File: config.mk
export PLATFORM = sky130hd
export DESIGN_NAME = pcc_front
export DESIGN_NICKNAME = d
export VERILOG_FILES = /design/src/rtl/core/polygon_convexity_check_unit_assert.svh /design/src/rtl/core/pcc_pkg.sv /design/src/rtl/core/pcc_front.sv
export SDC_FILE = /design/constraint.sdc
export NUM_CORES = 1
export LEC_CHECK = 0
export BUFFER_PORTS_ARGS = -buffer_cell sky130_fd_sc_hd__buf_2
export CAP_MARGIN = 20
export CORE_MARGIN = 5
export CORE_UTILIZATION = 41
export CTS_CLUSTER_SIZE = 28
export DETAILED_ROUTE_END_ITERATION = 10
export GPL_ROUTABILITY_DRIVEN = 0
export MAX_ROUTING_LAYER = met4
export PLACE_DENSITY = 0.8
export SLEW_MARGIN = 30
export SYNTH_ARGS = -nofsm -noshare
export SYNTH_HDL_FRONTEND = slang
export SYNTH_SLANG_ARGS = --single-unit
export TNS_END_PERCENT = 100
File: constraint.sdc
create_clock -name clk -period 5.5 [get_ports clk]
set_clock_uncertainty 0.1 [all_clocks]
set_input_delay 1.1 -clock clk [delete_from_list [all_inputs] [get_ports clk]]
set_output_delay 1.1 -clock clk [all_outputs]
set_load 0.05 [all_outputs]
File: src/rtl/core/polygon_convexity_check_unit_assert.svh
// ----------------------------------------------------------------------------
// polygon convexity check assertion macros
// Concurrent checks on clk, disabled while rst is high; empty when SYNTH is set.
// ----------------------------------------------------------------------------
`ifndef POLYGON_CONVEXITY_CHECK_UNIT_ASSERT_SVH
`define POLYGON_CONVEXITY_CHECK_UNIT_ASSERT_SVH

`ifndef SYNTH
// same-cycle implication
`define PCC_ASSERT_IMPLIES(lbl, ante, cons) \
  lbl: assert property (@(posedge clk) disable iff (rst) (ante) |-> (cons)) \
    else $error("pcc assertion failed");
// next-cycle implication
`define PCC_ASSERT_NEXT(lbl, ante, cons) \
  lbl: assert property (@(posedge clk) disable iff (rst) (ante) |=> (cons)) \
    else $error("pcc assertion failed");
`else
`define PCC_ASSERT_IMPLIES(lbl, ante, cons)
`define PCC_ASSERT_NEXT(lbl, ante, cons)
`endif

`endif

File: src/rtl/core/pcc_pkg.sv
// ----------------------------------------------------------------------------
// pcc_pkg
// Shared types and constants of the polygon convexity check unit.
// ----------------------------------------------------------------------------
`default_nettype none

package pcc_pkg;

  localparam int EPS_WIDTH    = 33;
  localparam int STATUS_WIDTH = 2;

  // vertex slots carried with each job; triple k uses slots k, k+1, k+2
  localparam int NUM_VERTS   = 5;
  localparam int NUM_TRIPLES = 3;
  localparam int V_OLDER     = 0;
  localparam int V_NEWER     = 1;
  localparam int V_CURRENT   = 2;
  localparam int V_FIRST     = 3;
  localparam int V_SECOND    = 4;

  localparam logic [STATUS_WIDTH-1:0] STATUS_CONVEX     = 2'd0;
  localparam logic [STATUS_WIDTH-1:0] STATUS_NOT_CONVEX = 2'd1;
  localparam logic [STATUS_WIDTH-1:0] STATUS_TOO_FEW    = 2'd2;

  typedef struct packed {
    logic run_main;  // triple older, newer, current
    logic run_wrap;  // both wrap triples, last vertex of a polygon of three or more
    logic last;
  } job_ctl_t;

endpackage

`default_nettype wire

File: src/rtl/core/pcc_front.sv
// ----------------------------------------------------------------------------
// pcc_front
// Tracks the vertex history of the current polygon and builds one job per beat.
// ----------------------------------------------------------------------------
`default_nettype none

module pcc_front #(
  parameter int COORD_WIDTH = 16
) (
  input  wire logic                    clk,
  input  wire logic                    rst,
  input  wire logic                    accept,
  input  wire logic [COORD_WIDTH-1:0]  vertex_x,
  input  wire logic [COORD_WIDTH-1:0]  vertex_y,
  input  wire logic                    last_vertex,
  output pcc_pkg::job_ctl_t            job_ctl,
  output logic [pcc_pkg::NUM_VERTS-1:0][COORD_WIDTH-1:0] job_x,
  output logic [pcc_pkg::NUM_VERTS-1:0][COORD_WIDTH-1:0] job_y
);

  logic [1:0]             seen_count;
  logic [COORD_WIDTH-1:0] first_x;
  logic [COORD_WIDTH-1:0] first_y;
  logic [COORD_WIDTH-1:0] second_x;
  logic [COORD_WIDTH-1:0] second_y;
  logic [COORD_WIDTH-1:0] older_x;
  logic [COORD_WIDTH-1:0] older_y;
  logic [COORD_WIDTH-1:0] newer_x;
  logic [COORD_WIDTH-1:0] newer_y;
  logic [1:0]             seen_count_next;

  // two or more vertices already seen means a full triple is available
  assign job_ctl.run_main = seen_count[1];
  assign job_ctl.run_wrap = seen_count[1] && last_vertex;
  assign job_ctl.last     = last_vertex;

  always_comb begin
    job_x = '0;
    job_y = '0;
    job_x[pcc_pkg::V_OLDER]   = older_x;
    job_y[pcc_pkg::V_OLDER]   = older_y;
    job_x[pcc_pkg::V_NEWER]   = newer_x;
    job_y[pcc_pkg::V_NEWER]   = newer_y;
    job_x[pcc_pkg::V_CURRENT] = vertex_x;
    job_y[pcc_pkg::V_CURRENT] = vertex_y;
    job_x[pcc_pkg::V_FIRST]   = first_x;
    job_y[pcc_pkg::V_FIRST]   = first_y;
    job_x[pcc_pkg::V_SECOND]  = second_x;
    job_y[pcc_pkg::V_SECOND]  = second_y;
  end

  always_comb begin
    if (last_vertex) begin
      seen_count_next = '0;
    end else if (seen_count == 2'd3) begin
      seen_count_next = seen_count;
    end else begin
      seen_count_next = seen_count + 1'b1;
    end
  end

  always_ff @(posedge clk) begin
    if (rst) begin
      seen_count <= '0;
    end else if (accept) begin
      seen_count <= seen_count_next;
    end
  end

  always_ff @(posedge clk) begin
    if (accept) begin
      if (seen_count == 2'd0) begin
        first_x <= vertex_x;
        first_y <= vertex_y;
      end
      if (seen_count == 2'd1) begin
        second_x <= vertex_x;
        second_y <= vertex_y;
      end
      older_x <= newer_x;
      older_y <= newer_y;
      newer_x <= vertex_x;
      newer_y <= vertex_y;
    end
  end

endmodule

`default_nettype wire

==> results.md <==
- Status: completed
- Number of global-route vias before repair: 2351
- Worst-path cell chain: buf_2 -> and2_1 -> buf_2
- CP Class: in2out
- Io pins: 199
- Hold Buf Count CTS: 0
- PwrDens: around 460 mW/mm²
- Initial antenna violation count: 0
- Remaining DRCs: 0
- Synth Net Count: 220
- Worst setup margin: between 2 and 3 ns
- CTS root buf: clkbuf_8
- Crit-path most repeated cell: buf_2
- CTS Buf Count: 17
- Vias per std cell: 4.38
- Depth of the CTS H-tree: 4
- Critical path required time: approximately 4.3 ns
- Die width: 112 µm
- CTS Buffer Depth: 2
- Pin count of the biggest net entering global routing: 56
- Worst-Margin Slew: approximately 0.85 ns
- Vias: 2250
- Worst-path maximum fanout: 4
- Max cap viols: 0
- Worst Path Buf+Inv: 2
- Sum Neg Setup Slack: 0 ns
- Die area: 0.0125 mm²
- Fin crit period: 2.78 ns
- DP HPWL: 5940 µm
- Most frequent cell after synthesis: edfxtp_1
- Syn Inst Count: 181
- Crit path DAT: 1.58 ns
- Share of layout cells above drive strength 1: 0.608
- Initial DRC Count: between 100 and 150
- Post-synth EDFFs: 128
- DRT antenna net count: 0
- # port buffers: 198
- Synth area leaders: edfxtp_1 (91%), buf_4 (6.0%), dfxtp_1 (0.94%)
- Critical path's top delay family: buffers and inverters
- Area grow syn2layout: 35.8%
- #FFs+latches synth: 130
- Yosys warns: 0
- Ys flop type: edfxtp_1
- Net count, final: 404
- Clock transition at path regs: 0.05 ns
- Most frequent cells after synthesis: edfxtp_1 (128), buf_4 (34), and2_1 (3), ha_1 (3), inv_1 (3)
- Synthesized cell area: 0.00425 mm²
- Hold Crit Class: reg2reg
- Antenna fix cells: 0
- Final hold vios: 0
- Register area share after synthesis: 0.915
- Router iterations before antenna repair: 4
- Sink Count: 130
- Gr ovfl total: 0
- Die height: 112 µm
- Post-CTS Setup Inserts: 0
- Drt total wl: about 8600 µm
- Worst skew pair latency: between 0.5 and 0.6 ns
- Peak supply drop: 0.185 mV
- Slowest cell on the critical path: buf_2
- Final setup fails: 0
- Post-CTS resize count: 0
- Synth top area share: 0.905
- CP peak stage delay: roughly 0.25 ns
- Rows: 37
- Max-slew violations: 0
- Fin util: 0.564
- Global-route wire length before repair: about 13000 µm
- Netlist cell types: 11
- RSZ-0062 raised after global routing: false
- Ys async rst share: 0
- Syn avg cell area: 23.5 µm²
- Synth area leader: edfxtp_1
- Crit start category: input pin
- Peak Freq: approximately 360 MHz
- TritonCTS clock tree: done
- Lkg Pwr: between 0.002 and 0.0025 µW
- Fin crit share: 0.505
- Wire length per cell: ~17 µm
- Max-Slew Margin vs Limit: 0.432
- Initial Util: 0.415
- Setup WS pre-CTS: 2.72 ns
- Crit end category: output port
- # fillers: 779
- Core ar.: 0.0102 mm²
- GRT Util Overall: 0.143
## per-stage QoR
stage          hold WS [ns]  std cells  power [µW]  cell area, µm²
5_1_grt               0.343        514        2750            5770
4_1_cts               0.341        514        2690            5770
3_3_place_gp          0.325        482        1550            5160
6_report              0.343        514        2650            5770
3_5_place_dp          0.327        482        1560            5160
2_1_floorplan         0.376        181        1470            4250
## power by group
part	total, µW	switching [µW]	leakage (µW)	internal (µW)
Combinational	353	298	0.000839	54.9
Sequential	1180	19.6	0.00124	1160
Clock	1120	392	0.000295	732
## registers in the layout (all words and copies together), names as in the netlist, 16 cells and up
| signal | count |
|---|---|
| second_x | 16 |
| first_y | 16 |
| first_x | 16 |
| newer_y | 16 |
| newer_x | 16 |
| older_y | 16 |
| second_y | 16 |
| older_x | 16 |
## final timing paths
check / from / to / slack, ns / depth (start not counted)
max: last_vertex / job_ctl[1] / 2.72 / 3
min: newer_x[6]$_DFFE_PP_ / older_x[6]$_DFFE_PP_ / 0.34 / 0
max reg2reg: seen_count[1]$_SDFFE_PP0P_ / second_y[9]$_DFFE_PP_ / 3.73 / 3
min reg2reg: newer_x[6]$_DFFE_PP_ / older_x[6]$_DFFE_PP_ / 0.34 / 0
## layout make-up
type                            instances  area, µm²  share of cell area
Clock buffer                           17        414              0.0718
Multi-Input combinational cell         14       98.8              0.0171
Sequential cell                       130       3880               0.674
Tap cell                              136        170              0.0295
Inverter                                3       11.3             0.00195
Clock inverter                         15        189              0.0328
Timing Repair Buffer                  199        998               0.173
## placed cells by master (no fill, tap or decap)
master      synthesis  final
inv_1               3      3
and2_2              0      2
and2_1              3      1
nor2_1              1      1
buf_2               0    198
clkinv_1            0      3
inv_6               0      2
dfxtp_1             2      2
o21ai_0             2      2
ha_1                3      3
clkbuf_8            0      1
clkinv_2            0      3
clkbuf_16           0     16
edfxtp_1          128    128
nand3_1             2      2
buf_4              34      1
clkinvlp_4          0      1
nor2b_1             1      1
bufinv_16           0      4
clkinv_4            0      2
a21oi_1             2      2
## kinds of logic (layout without fill, tap and decap cells)
group | count (synthesis) | count (layout) | share of synthesized area
AND/OR/NAND/NOR | 7 | 7 | 0.00913
buffers and inverters | 37 | 234 | 0.0628
adder cells (fa/ha/maj) | 3 | 3 | 0.00884
AO/OA/AOI/OAI | 4 | 4 | 0.00471
flip-flops | 130 | 130 | 0.915
## routing by layer
metal | GRT usage | vias up | share of wire
li1 | - | 1036 | -
met1 | 0.159 | 1066 | 0.40
met2 | 0.227 | 133 | 0.48
met3 | 0.0641 | 15 | 0.10
met4 | 0.0552 | 0 | 0.017
met5 | - | - | 0
(Power assumes the default switching activity.)
