[src/rtl/core/polygon_convexity_check_unit_assert.svh]
// ----------------------------------------------------------------------------
// polygon convexity check assertion macros
// Concurrent checks on clk, disabled while rst is high; empty when SYNTH is set.
// ----------------------------------------------------------------------------
`ifndef POLYGON_CONVEXITY_CHECK_UNIT_ASSERT_SVH
`define POLYGON_CONVEXITY_CHECK_UNIT_ASSERT_SVH

`ifndef SYNTH
// same-cycle implication
`define PCC_ASSERT_IMPLIES(lbl, ante, cons) \
  lbl: assert property (@(posedge clk) disable iff (rst) (ante) |-> (cons)) \
    else $error("pcc assertion failed");
// next-cycle implication
`define PCC_ASSERT_NEXT(lbl, ante, cons) \
  lbl: assert property (@(posedge clk) disable iff (rst) (ante) |=> (cons)) \
    else $error("pcc assertion failed");
`else
`define PCC_ASSERT_IMPLIES(lbl, ante, cons)
`define PCC_ASSERT_NEXT(lbl, ante, cons)
`endif

`endif

[src/rtl/core/pcc_fifo.sv]
// ----------------------------------------------------------------------------
// pcc_fifo
// Small register queue with push/full and pop/empty sides.
// ----------------------------------------------------------------------------
`default_nettype none

module pcc_fifo #(
  parameter int WIDTH = 8,
  parameter int DEPTH = 4
) (
  input  wire logic             clk,
  input  wire logic             rst,
  input  wire logic             push,
  input  wire logic [WIDTH-1:0] wdata,
  output logic                  full,
  input  wire logic             pop,
  output logic [WIDTH-1:0]      rdata,
  output logic                  empty
);

  localparam int PTR_W = (DEPTH > 1) ? $clog2(DEPTH) : 1;
  localparam int CNT_W = $clog2(DEPTH + 1);

  logic [WIDTH-1:0] mem [DEPTH];
  logic [PTR_W-1:0] wr_ptr;
  logic [PTR_W-1:0] rd_ptr;
  logic [CNT_W-1:0] count;
  logic             do_push;
  logic             do_pop;

  assign full    = (count == CNT_W'(DEPTH));
  assign empty   = (count == '0);
  assign do_push = push && !full;
  assign do_pop  = pop && !empty;
  assign rdata   = mem[rd_ptr];

  always_ff @(posedge clk) begin
    if (rst) begin
      wr_ptr <= '0;
      rd_ptr <= '0;
      count  <= '0;
    end else begin
      if (do_push) begin
        wr_ptr <= (wr_ptr == PTR_W'(DEPTH - 1)) ? '0 : wr_ptr + 1'b1;
      end
      if (do_pop) begin
        rd_ptr <= (rd_ptr == PTR_W'(DEPTH - 1)) ? '0 : rd_ptr + 1'b1;
      end
      unique case ({do_push, do_pop})
        2'b10:   count <= count + 1'b1;
        2'b01:   count <= count - 1'b1;
        default: count <= count;
      endcase
    end
  end

  always_ff @(posedge clk) begin
    if (do_push) begin
      mem[wr_ptr] <= wdata;
    end
  end

endmodule

`default_nettype wire

[config.mk]
export PLATFORM = sky130hd
export DESIGN_NAME = pcc_fifo
export DESIGN_NICKNAME = d
export VERILOG_FILES = /design/src/rtl/core/polygon_convexity_check_unit_assert.svh /design/src/rtl/core/pcc_fifo.sv
export SDC_FILE = /design/constraint.sdc
export NUM_CORES = 1
export LEC_CHECK = 0
export BUFFER_PORTS_ARGS = -buffer_cell sky130_fd_sc_hd__buf_2
export CELL_PAD_IN_SITES_DETAIL_PLACEMENT = 1
export CELL_PAD_IN_SITES_GLOBAL_PLACEMENT = 1
export CORE_MARGIN = 2
export CORE_UTILIZATION = 47
export CTS_CLUSTER_DIAMETER = 200
export DETAILED_ROUTE_END_ITERATION = 10
export PLACE_DENSITY = 0.82
export SYNTH_ARGS = -nofsm -noshare
export SYNTH_HDL_FRONTEND = slang
export SYNTH_SLANG_ARGS = --single-unit
[constraint.sdc]
create_clock -name clk -period 3.2 [get_ports clk]
set_clock_uncertainty 0.05 [all_clocks]
set_input_delay 0.16 -clock clk [delete_from_list [all_inputs] [get_ports clk]]
set_output_delay 0.16 -clock clk [all_outputs]
set_load 0.1 [all_outputs]
==> results_dict.tcl, run 1 <==
set metrics [dict create \
    status "completed" \
    crit_family "simple AND/OR/NAND/NOR gates" \
    fin_crit_sh_pct 82.98 \
    drive_gt1_share_pct 31.78 \
    slew_viol_final 0 \
    period_minus_slack_ps 2655 \
    avgRoutedWirePerCell_um 16.98 \
    worstMarginPinSlew_ps 557.0 \
    hold_path.startpoint "rst" \
    ant_nets 0 \
    fill_cells 345 \
    areaGrowthSynthToFinish_pct 16.40 \
    dp_slack_ps 566.5 \
    core_area_mm2 0.003363 \
    cts_buffers 5 \
    finalWorstSetupSlack_ps 544.7 \
    worst-path-buf-inv 2 \
    htreeDepth 2 \
    p_leak_nw 0.7224 \
    antenna_cells 0 \
    syn_nets 115 \
    grt_overflow 0 \
    endpoint_kind "register" \
    reg2reg_to "count[2]" \
    num_vias 923 \
    yosysTopAreaCell "edfxtp_1" \
    grt_pass1_vias 973 \
    grt_setup_unrepaired "no" \
    clock_path_buffers 2 \
    slowest_stage "or3b_1" \
    syn_area_mm2 0.001648 \
    final_core_util_pct 57.03 \
    antenna_found_initial 0 \
    path_common_cell "inv_1" \
    hold_end "wr_ptr[1]" \
    rrSetupSlack_ps 540 \
    final_area_mm2 0.001918 \
    powerDensity_mw_per_mm2 873.7 \
    required_ps 3420 \
    crit_chain "or3b_1 > and2_4 > inv_1 > ha_1 > inv_1 > fa_1 > xor2_1 > or3_2 > a21oi_1" \
    peakVddDrop_v 0.0003531 \
    max_freq_ghz 0.3766 \
    maxSlewHeadroom_pct 62.81 \
    cts_sinks 41 \
    drt_iter0_drc 60 \
    dpl_cell_area_mm2 0.001787 \
    synth_area_leaders "edfxtp_1, dfxtp_1, mux4_2, ha_1, inv_1" \
    drtPass1Iterations 4 \
    grt_max_degree 13 \
    hold_depth 2 \
    synth.yosys.seq_area_share_pct 69.25 \
    tns_ps 0 \
    crit_path_start_kind "register" \
    die_w_um 63.21 \
    gp_congestion 0.7862 \
    nets 147 \
    maxCapViolCount 0 \
    worst-setup-path-type "register to register" \
    yosysTopAreaCellShare_pct 58.31 \
    grt_pass1_wl_um 4892 \
    yosysUniqueCellTypes 27 \
    grtUsageTotal_pct 16.69 \
    drc 0 \
    r2r_start "count[2]" \
    yosysWarnings 0 \
    finalHoldViolations 0 \
    cts_resized 0 \
    num_rows 21 \
    holdCritPathClass "primary input to register" \
    path_max_fanout 9 \
    multi_input_area_um2 452.9 \
    critical_path.max_stage_delay_ps 500 \
    cp.arrival_ps 2880 \
    io_pins 22 \
    clock-root-buffer "clkbuf_4" \
    setup_viol 0 \
    io_buffer_count 21 \
    syn_avg_cell_area_um2 17.16 \
    insertion_delay_ps 330 \
    dp_hpwl_um 2200 \
    regArea_mm2 0.001141 \
    cts.reportedPaths.clkPinSlew_ps 110 \
    start_util_pct 49.00 \
    dieArea_mm2 0.003996 \
    cts_tree "done" \
    synth_seq_cells 41 \
    viasPerCell 5.274 \
    netlist_instances 96 \
    wirelength_um 2971 \
    fp.dieH_um 63.21 \
    worstRegToRegCells 9 \
]
metal layers:
layer  vias up  GRT usage (%)  routed length, um
met1       464          19.52               1208
li1        428              -                  -
met4         0          6.522                 65
met5         -              0                  0
met2        23          28.72               1592
met3         8          5.179                105
logic make-up (layout without fill, tap and decap cells):
| kind of cell | count (synthesis) | in the layout | share of synthesized area (%) |
|---|---|---|---|
| fa+ha+maj | 7 | 7 | 5.771 |
| xor+xnor | 2 | 2 | 1.063 |
| compound gates | 8 | 8 | 3.189 |
| buf+inv | 12 | 45 | 3.264 |
| flops | 41 | 41 | 69.25 |
| mux | 9 | 9 | 11.54 |
| simple gates | 17 | 17 | 5.922 |
where the power goes:
group	total, mW	internal [mW]	switching, mW
Clock	0.239	0.0838	0.156
Sequential	0.711	0.647	0.0639
Combinational	0.726	0.178	0.548
worst register-to-register path, delay by kind of cell (launching register included):
| family | cells | cell delay (ps) |
|---|---|---|
| and+or+nand+nor | 3 | 1130 |
| adders and majority gates | 2 | 560 |
| DFF | 1 | 410 |
| xor gates and xnor gates | 1 | 160 |
| AOI/OAI and AO/OA | 1 | 160 |
| buffers and inverters | 2 | 130 |
cell usage after synthesis:
| cell | n |
|---|---|
| buf_1 | 1 |
| a21oi_1 | 4 |
| o31ai_1 | 1 |
| mux2i_1 | 1 |
| or3b_1 | 1 |
| buf_6 | 1 |
| xor2_1 | 2 |
| clkbuf_1 | 1 |
| o31ai_2 | 1 |
| nor3_1 | 2 |
| dfxtp_1 | 9 |
| nand2_1 | 1 |
| edfxtp_1 | 32 |
| o21ai_0 | 1 |
| or3_2 | 1 |
| and3_2 | 2 |
| mux4_2 | 8 |
| and2_4 | 1 |
| nor2_1 | 4 |
| nand3_1 | 2 |
| fa_1 | 1 |
| a21o_1 | 1 |
| inv_1 | 8 |
| ha_1 | 6 |
| and3_1 | 2 |
| or3_1 | 1 |
| buf_2 | 1 |
per-stage QoR:
stage	cells	hold slack [ps]	power, mW
after CTS	175	35.07	1.692
after detailed placement	159	338.8	1.448
final	175	43.41	1.676
after global routing	175	65.46	1.758
after floorplan	96	208.9	1.333
after global placement	159	321.4	1.420
cell type report:
class                      count  area share (%)
sequential                    41           59.49
inverter                       8           1.566
clock inverter                 2          0.5219
clock buffer                   6           2.153
multi-input combinational     43           23.61
timing repair buffer          29           9.654
tap                           46           3.001
flip-flops by register name, summed over array words and instances (netlist names), named ones only:
signal  flops
count       3
mem        32
rd_ptr      2
wr_ptr      2
timing repair:
item / 4_1_cts / 5_1_grt
buffers inserted: 0 / 0
hold buffers: 8 / 0
endpoints found under the hold margin: 32 / 0
placed cells by master (no fill, tap or decap), types with 2 or more instances in the layout:
| master | instances |
|---|---|
| dlygate4sd3_1 | 8 |
| nor2_1 | 4 |
| buf_2 | 21 |
| nor3_1 | 2 |
| clkinv_2 | 2 |
| a21oi_1 | 4 |
| ha_1 | 6 |
| inv_1 | 8 |
| nand3_1 | 2 |
| dfxtp_1 | 9 |
| and3_2 | 2 |
| clkbuf_4 | 5 |
| mux4_2 | 8 |
| edfxtp_1 | 32 |
| and3_1 | 2 |
| xor2_1 | 2 |
how the worst max path moves through the flow:
stage / endpoint / cells past startpoint / from / slack, ps
after floorplan: empty / 1 / count[0] / 590
after global placement: count[2] / 9 / count[2] / 720
after detailed placement: count[2] / 9 / count[2] / 570
final: count[2] / 9 / count[2] / 540
after CTS: count[2] / 9 / count[2] / 540
after global routing: count[2] / 9 / count[2] / 390
Note: power is estimated with default switching activity, not from simulation.
==> run 2: changes to the inputs <==
==> constraint.sdc (replaced) <==
create_clock -name clk -period 2.5 [get_ports clk]
set_clock_uncertainty 0.05 [all_clocks]
set_input_delay 0.125 -clock clk [delete_from_list [all_inputs] [get_ports clk]]
set_output_delay 0.125 -clock clk [all_outputs]
set_load 0.1 [all_outputs]
==> run 2 against run 1 <==
  * Core utilization increased by 3.4 points
  * Clock power increased by 84%
  * Sequential share of layout area decreased by 2.9 points
==> results_dict.tcl, run 2 (synthesized netlist as in run 1, its figures left out) <==
set metrics [dict create \
    insertion_delay_ps 330 \
    cts_sinks 41 \
    num_rows 21 \
    antenna_cells 0 \
    drive_gt1_share_pct 39.71 \
    antenna_found_initial 0 \
    endpoint_kind "register" \
    grtUsageTotal_pct 17.56 \
    maxCapViolCount 0 \
    nets 154 \
    holdCritPathClass "primary input to register" \
    setup_viol 0 \
    gp_congestion 0.6889 \
    core_area_mm2 0.003363 \
    regArea_mm2 0.001150 \
    worst-setup-path-type "register to register" \
    fill_cells 339 \
    dieArea_mm2 0.003996 \
    die_w_um 63.21 \
    worstMarginPinSlew_ps 549.1 \
    grt_overflow 0 \
    p_leak_nw 0.7749 \
    avgRoutedWirePerCell_um 17.31 \
    grt_pass1_vias 1046 \
    crit_path_start_kind "register" \
    drtPass1Iterations 3 \
    tns_ps 0 \
    clock-root-buffer "clkbuf_4" \
    drt_iter0_drc 41 \
    finalHoldViolations 0 \
    dp_hpwl_um 2139 \
    viasPerCell 5.049 \
    clock_path_buffers 2 \
    path_max_fanout 2 \
    io_pins 22 \
    grt_pass1_wl_um 5119 \
    ant_nets 0 \
    drc 0 \
    final_core_util_pct 60.45 \
    final_common_cell "edfxtp_1" \
    status "completed" \
    num_vias 919 \
    multi_input_area_um2 470.5 \
    reg.largest.list "mem x32, count x3" \
    areaGrowthSynthToFinish_pct 23.39 \
    start_util_pct 49.00 \
    peakVddDrop_v 0.0005482 \
    period_minus_slack_ps 2359 \
    fin_crit_sh_pct 94.37 \
    layout_common_cells "edfxtp_1, buf_2, dlygate4sd3_1, inv_1, mux4_2" \
    maxSlewHeadroom_pct 63.35 \
    largest_reg_flops 32 \
    io_buffer_count 21 \
    max_freq_ghz 0.4239 \
    cts.reportedPaths.clkPinSlew_ps 110 \
    grt_max_degree 13 \
    top_register "mem" \
    slew_viol_final 0 \
    wirelength_um 3151 \
    required_ps 2720 \
    cts_tree "done" \
    fp.dieH_um 63.21 \
    cts_buffers 5 \
    powerDensity_mw_per_mm2 1176 \
    htreeDepth 2 \
    grt_setup_unrepaired "no" \
    cp.arrival_ps 2580 \
]
==> run 2: worst max-delay path, stage by stage, from the launching register on <==
cell	delay, ps
dfxtp_4	360
or3b_4	390
and2_4	180
inv_1	60
ha_2	200
inv_1	60
fa_1	380
xor2_1	160
or3_4	340
a21oi_2	130
==> run 2: stage by stage <==
stage                     worst slack, ps  instances  instance area [um^2]  power [mW]  hold slack (ps)
after floorplan                     81.77         96                  1653       1.714            173.9
after global placement              159.3        162                  1814       1.848            285.1
after detailed placement            45.67        162                  1814       1.894            298.9
after CTS                           4.644        178                  1981       2.346            9.394
after global routing                33.50        182                  2033       2.497            84.32
final                               140.7        182                  2033       2.391            66.95
==> run 2: cell type report <==
class | count | share of cell area [%]
sequential | 41 | 56.55
timing repair buffer | 36 | 11.82
clock inverter | 1 | 1.477
clock buffer | 7 | 2.708
multi-input combinational | 43 | 23.14
tap | 46 | 2.831
inverter | 8 | 1.477
==> run 2: timing repair <==
item                                    in CTS  in global routing
buffers inserted                             0                  3
hold endpoints to repair                    32                  1
resized for setup                            1                  8
hold buffers                                 8                  1
endpoints found under the setup margin       1                  1
==> run 2: final timing paths <==
| path | from | to | slack (ps) | cells past startpoint |
|---|---|---|---|---|
| hold reg to reg | rd_ptr[0] | rd_ptr[0] | 480 | 2 |
| hold / removal | push | wr_ptr[0] | 70 | 3 |
| setup / recovery | count[1] | count[2] | 140 | 9 |
| setup reg to reg | count[1] | count[2] | 140 | 9 |
==> run 2: power by group <==
part | switching, mW | internal (mW)
combinational | 0.753 | 0.294
clock | 0.200 | 0.239
sequential | 0.0683 | 0.837
==> run 2: layer usage <==
layer / up-vias / global-route usage [%] / part of all wire [%]
met2: 16 / 28.86 / 52
met3: 4 / 4.643 / 2.8
met1: 461 / 22.06 / 43
met4: 0 / 7.609 / 1.7
met5: - / 0 / 0
li1: 438 / - / -
==> run 3: changes to the inputs <==
--- a/config.mk
+++ b/config.mk
@@ -5,6 +5,7 @@
 export SDC_FILE = /design/constraint.sdc
 export NUM_CORES = 1
 export LEC_CHECK = 0
+export ABC_CLOCK_PERIOD_IN_PS = 2500
 export BUFFER_PORTS_ARGS = -buffer_cell sky130_fd_sc_hd__buf_2
 export CELL_PAD_IN_SITES_DETAIL_PLACEMENT = 1
 export CELL_PAD_IN_SITES_GLOBAL_PLACEMENT = 1
==> constraint.sdc (replaced) <==
create_clock -name clk -period 2.5 [get_ports clk]
set_clock_uncertainty 0.05 [all_clocks]
set_input_delay 0.5 -clock clk [delete_from_list [all_inputs] [get_ports clk]]
set_output_delay 0.5 -clock clk [all_outputs]
set_load 0.1 [all_outputs]
==> run 3 against run 2 <==
  * Worst setup slack got worse by 99 ps
  * Worst hold slack improved by 260 ps
  * Sequential cell count unchanged
  * Via count decreased by 1.6%
  * Global-route usage decreased by 1.4 points
  * Design area decreased by 6.8%
  * Sequential power decreased by 2%
  * First-iteration DRC count decreased by 4.9%
==> results_dict.tcl, run 3 (synthesized netlist as in run 1, its figures left out) <==
set metrics [dict create \
    grt_overflow 0 \
    powerDensity_mw_per_mm2 1169 \
    avgRoutedWirePerCell_um 17.27 \
    clock_path_buffers 2 \
    drt_iter0_drc 39 \
    die_w_um 63.21 \
    cts_buffers 5 \
    grt_pass1_wl_um 4629 \
    core_area_mm2 0.003363 \
    finalWorstSetupSlack_ps 42.10 \
    slew_viol_final 0 \
    cts_tree "done" \
    gp_congestion 0.6969 \
    setup_viol 0 \
    wirelength_um 2971 \
    drc 0 \
    dp_hpwl_um 2074 \
    num_rows 21 \
    clock-root-buffer "clkbuf_4" \
    viasPerCell 5.256 \
    grt_max_degree 13 \
    drtPass1Iterations 4 \
    hold_buffers 0 \
    crit_path_start_kind "register" \
    status "completed" \
    final_core_util_pct 56.32 \
    whs_ps 323.3 \
    largest_reg_flops 32 \
    holdCritPathClass "primary input to register" \
    io_pins 22 \
    dieArea_mm2 0.003996 \
    period_minus_slack_ps 2458 \
    top_register "mem" \
    grt_pass1_vias 996 \
    worst-setup-path-type "register to register" \
    p_leak_nw 0.7152 \
    finalHoldViolations 0 \
    required_ps 2730 \
    insertion_delay_ps 330 \
    layout_common_cells "edfxtp_1, buf_2, inv_1, mux4_2, dfxtp_1" \
    antenna_found_initial 0 \
    nets 144 \
    cts_sinks 41 \
    areaGrowthSynthToFinish_pct 14.96 \
    fin_crit_sh_pct 98.32 \
    start_util_pct 49.00 \
    maxSlewHeadroom_pct 57.75 \
    peakVddDrop_v 0.0005262 \
    endpoint_kind "register" \
    path_max_fanout 4 \
    worstMarginPinSlew_ps 628.3 \
    fp.dieH_um 63.21 \
    io_buffer_count 21 \
    reg.largest.list "mem x32, count x3" \
    max_freq_ghz 0.4069 \
    final_common_cell "edfxtp_1" \
    num_vias 904 \
    dp_slack_ps -3.757 \
    drive_gt1_share_pct 41.27 \
    maxCapViolCount 0 \
    cts.reportedPaths.clkPinSlew_ps 110 \
    antenna_cells 0 \
    ant_nets 0 \
    cp.arrival_ps 2680 \
    grtUsageTotal_pct 16.21 \
    tns_ps 0 \
    htreeDepth 2 \
]
## run 3: path summary, 6_finish.rpt
kind | startpoint | endpoint | slack, ps | cells past startpoint
setup / recovery | count[1] | count[2] | 40 | 9
hold / removal | wdata[6] | mem[2][6] | 320 | 1
setup reg to reg | count[1] | count[2] | 40 | 9
hold reg to reg | count[1] | count[1] | 480 | 2
## run 3: through the flow
stage | cells | cell area (um^2) | power [mW]
after global routing | 172 | 1894 | 2.320
final | 172 | 1894 | 2.215
after CTS | 170 | 1874 | 2.202
after global placement | 162 | 1814 | 1.850
after floorplan | 96 | 1653 | 1.714
after detailed placement | 162 | 1814 | 1.889
## run 3: layout make-up
| type | instances | area, um^2 |
|---|---|---|
| multi-input combinational | 43 | 466.7 |
| fill | 357 | 1469 |
| tap | 46 | 57.56 |
| sequential | 41 | 1146 |
| timing repair buffer | 26 | 142.6 |
| clock inverter | 2 | 10.01 |
| clock buffer | 6 | 41.29 |
| inverter | 8 | 30.03 |
## run 3: worst max-delay path: stages (launching register included)
cell and delay (ps):
dfxtp_4 370, or3b_1 390, and2_4 180, inv_1 70
ha_2 190, inv_1 60, fa_2 340, xor2_1 170
or3_2 430, a21oi_2 140
## run 3: timing repair
item	4_1_cts	5_1_grt
buffers inserted	0	2
gates resized for setup	4	2
pin swaps	0	1
setup endpoints to repair	1	1
## run 3: where the power goes
part	switching (mW)	internal, mW
Sequential	0.0518	0.834
Combinational	0.758	0.266
Clock	0.198	0.107
## run 3: metal layers
| metal | GRT usage [%] | share of wire, % | routed length, um | vias up |
|---|---|---|---|---|
| li1 | - | - | - | 417 |
| met3 | 5.000 | 3.8 | 114 | 4 |
| met4 | 7.065 | 1.5 | 46 | 0 |
| met5 | 0 | 0 | 0 | - |
| met1 | 18.03 | 40 | 1190 | 464 |
| met2 | 28.59 | 55 | 1620 | 19 |
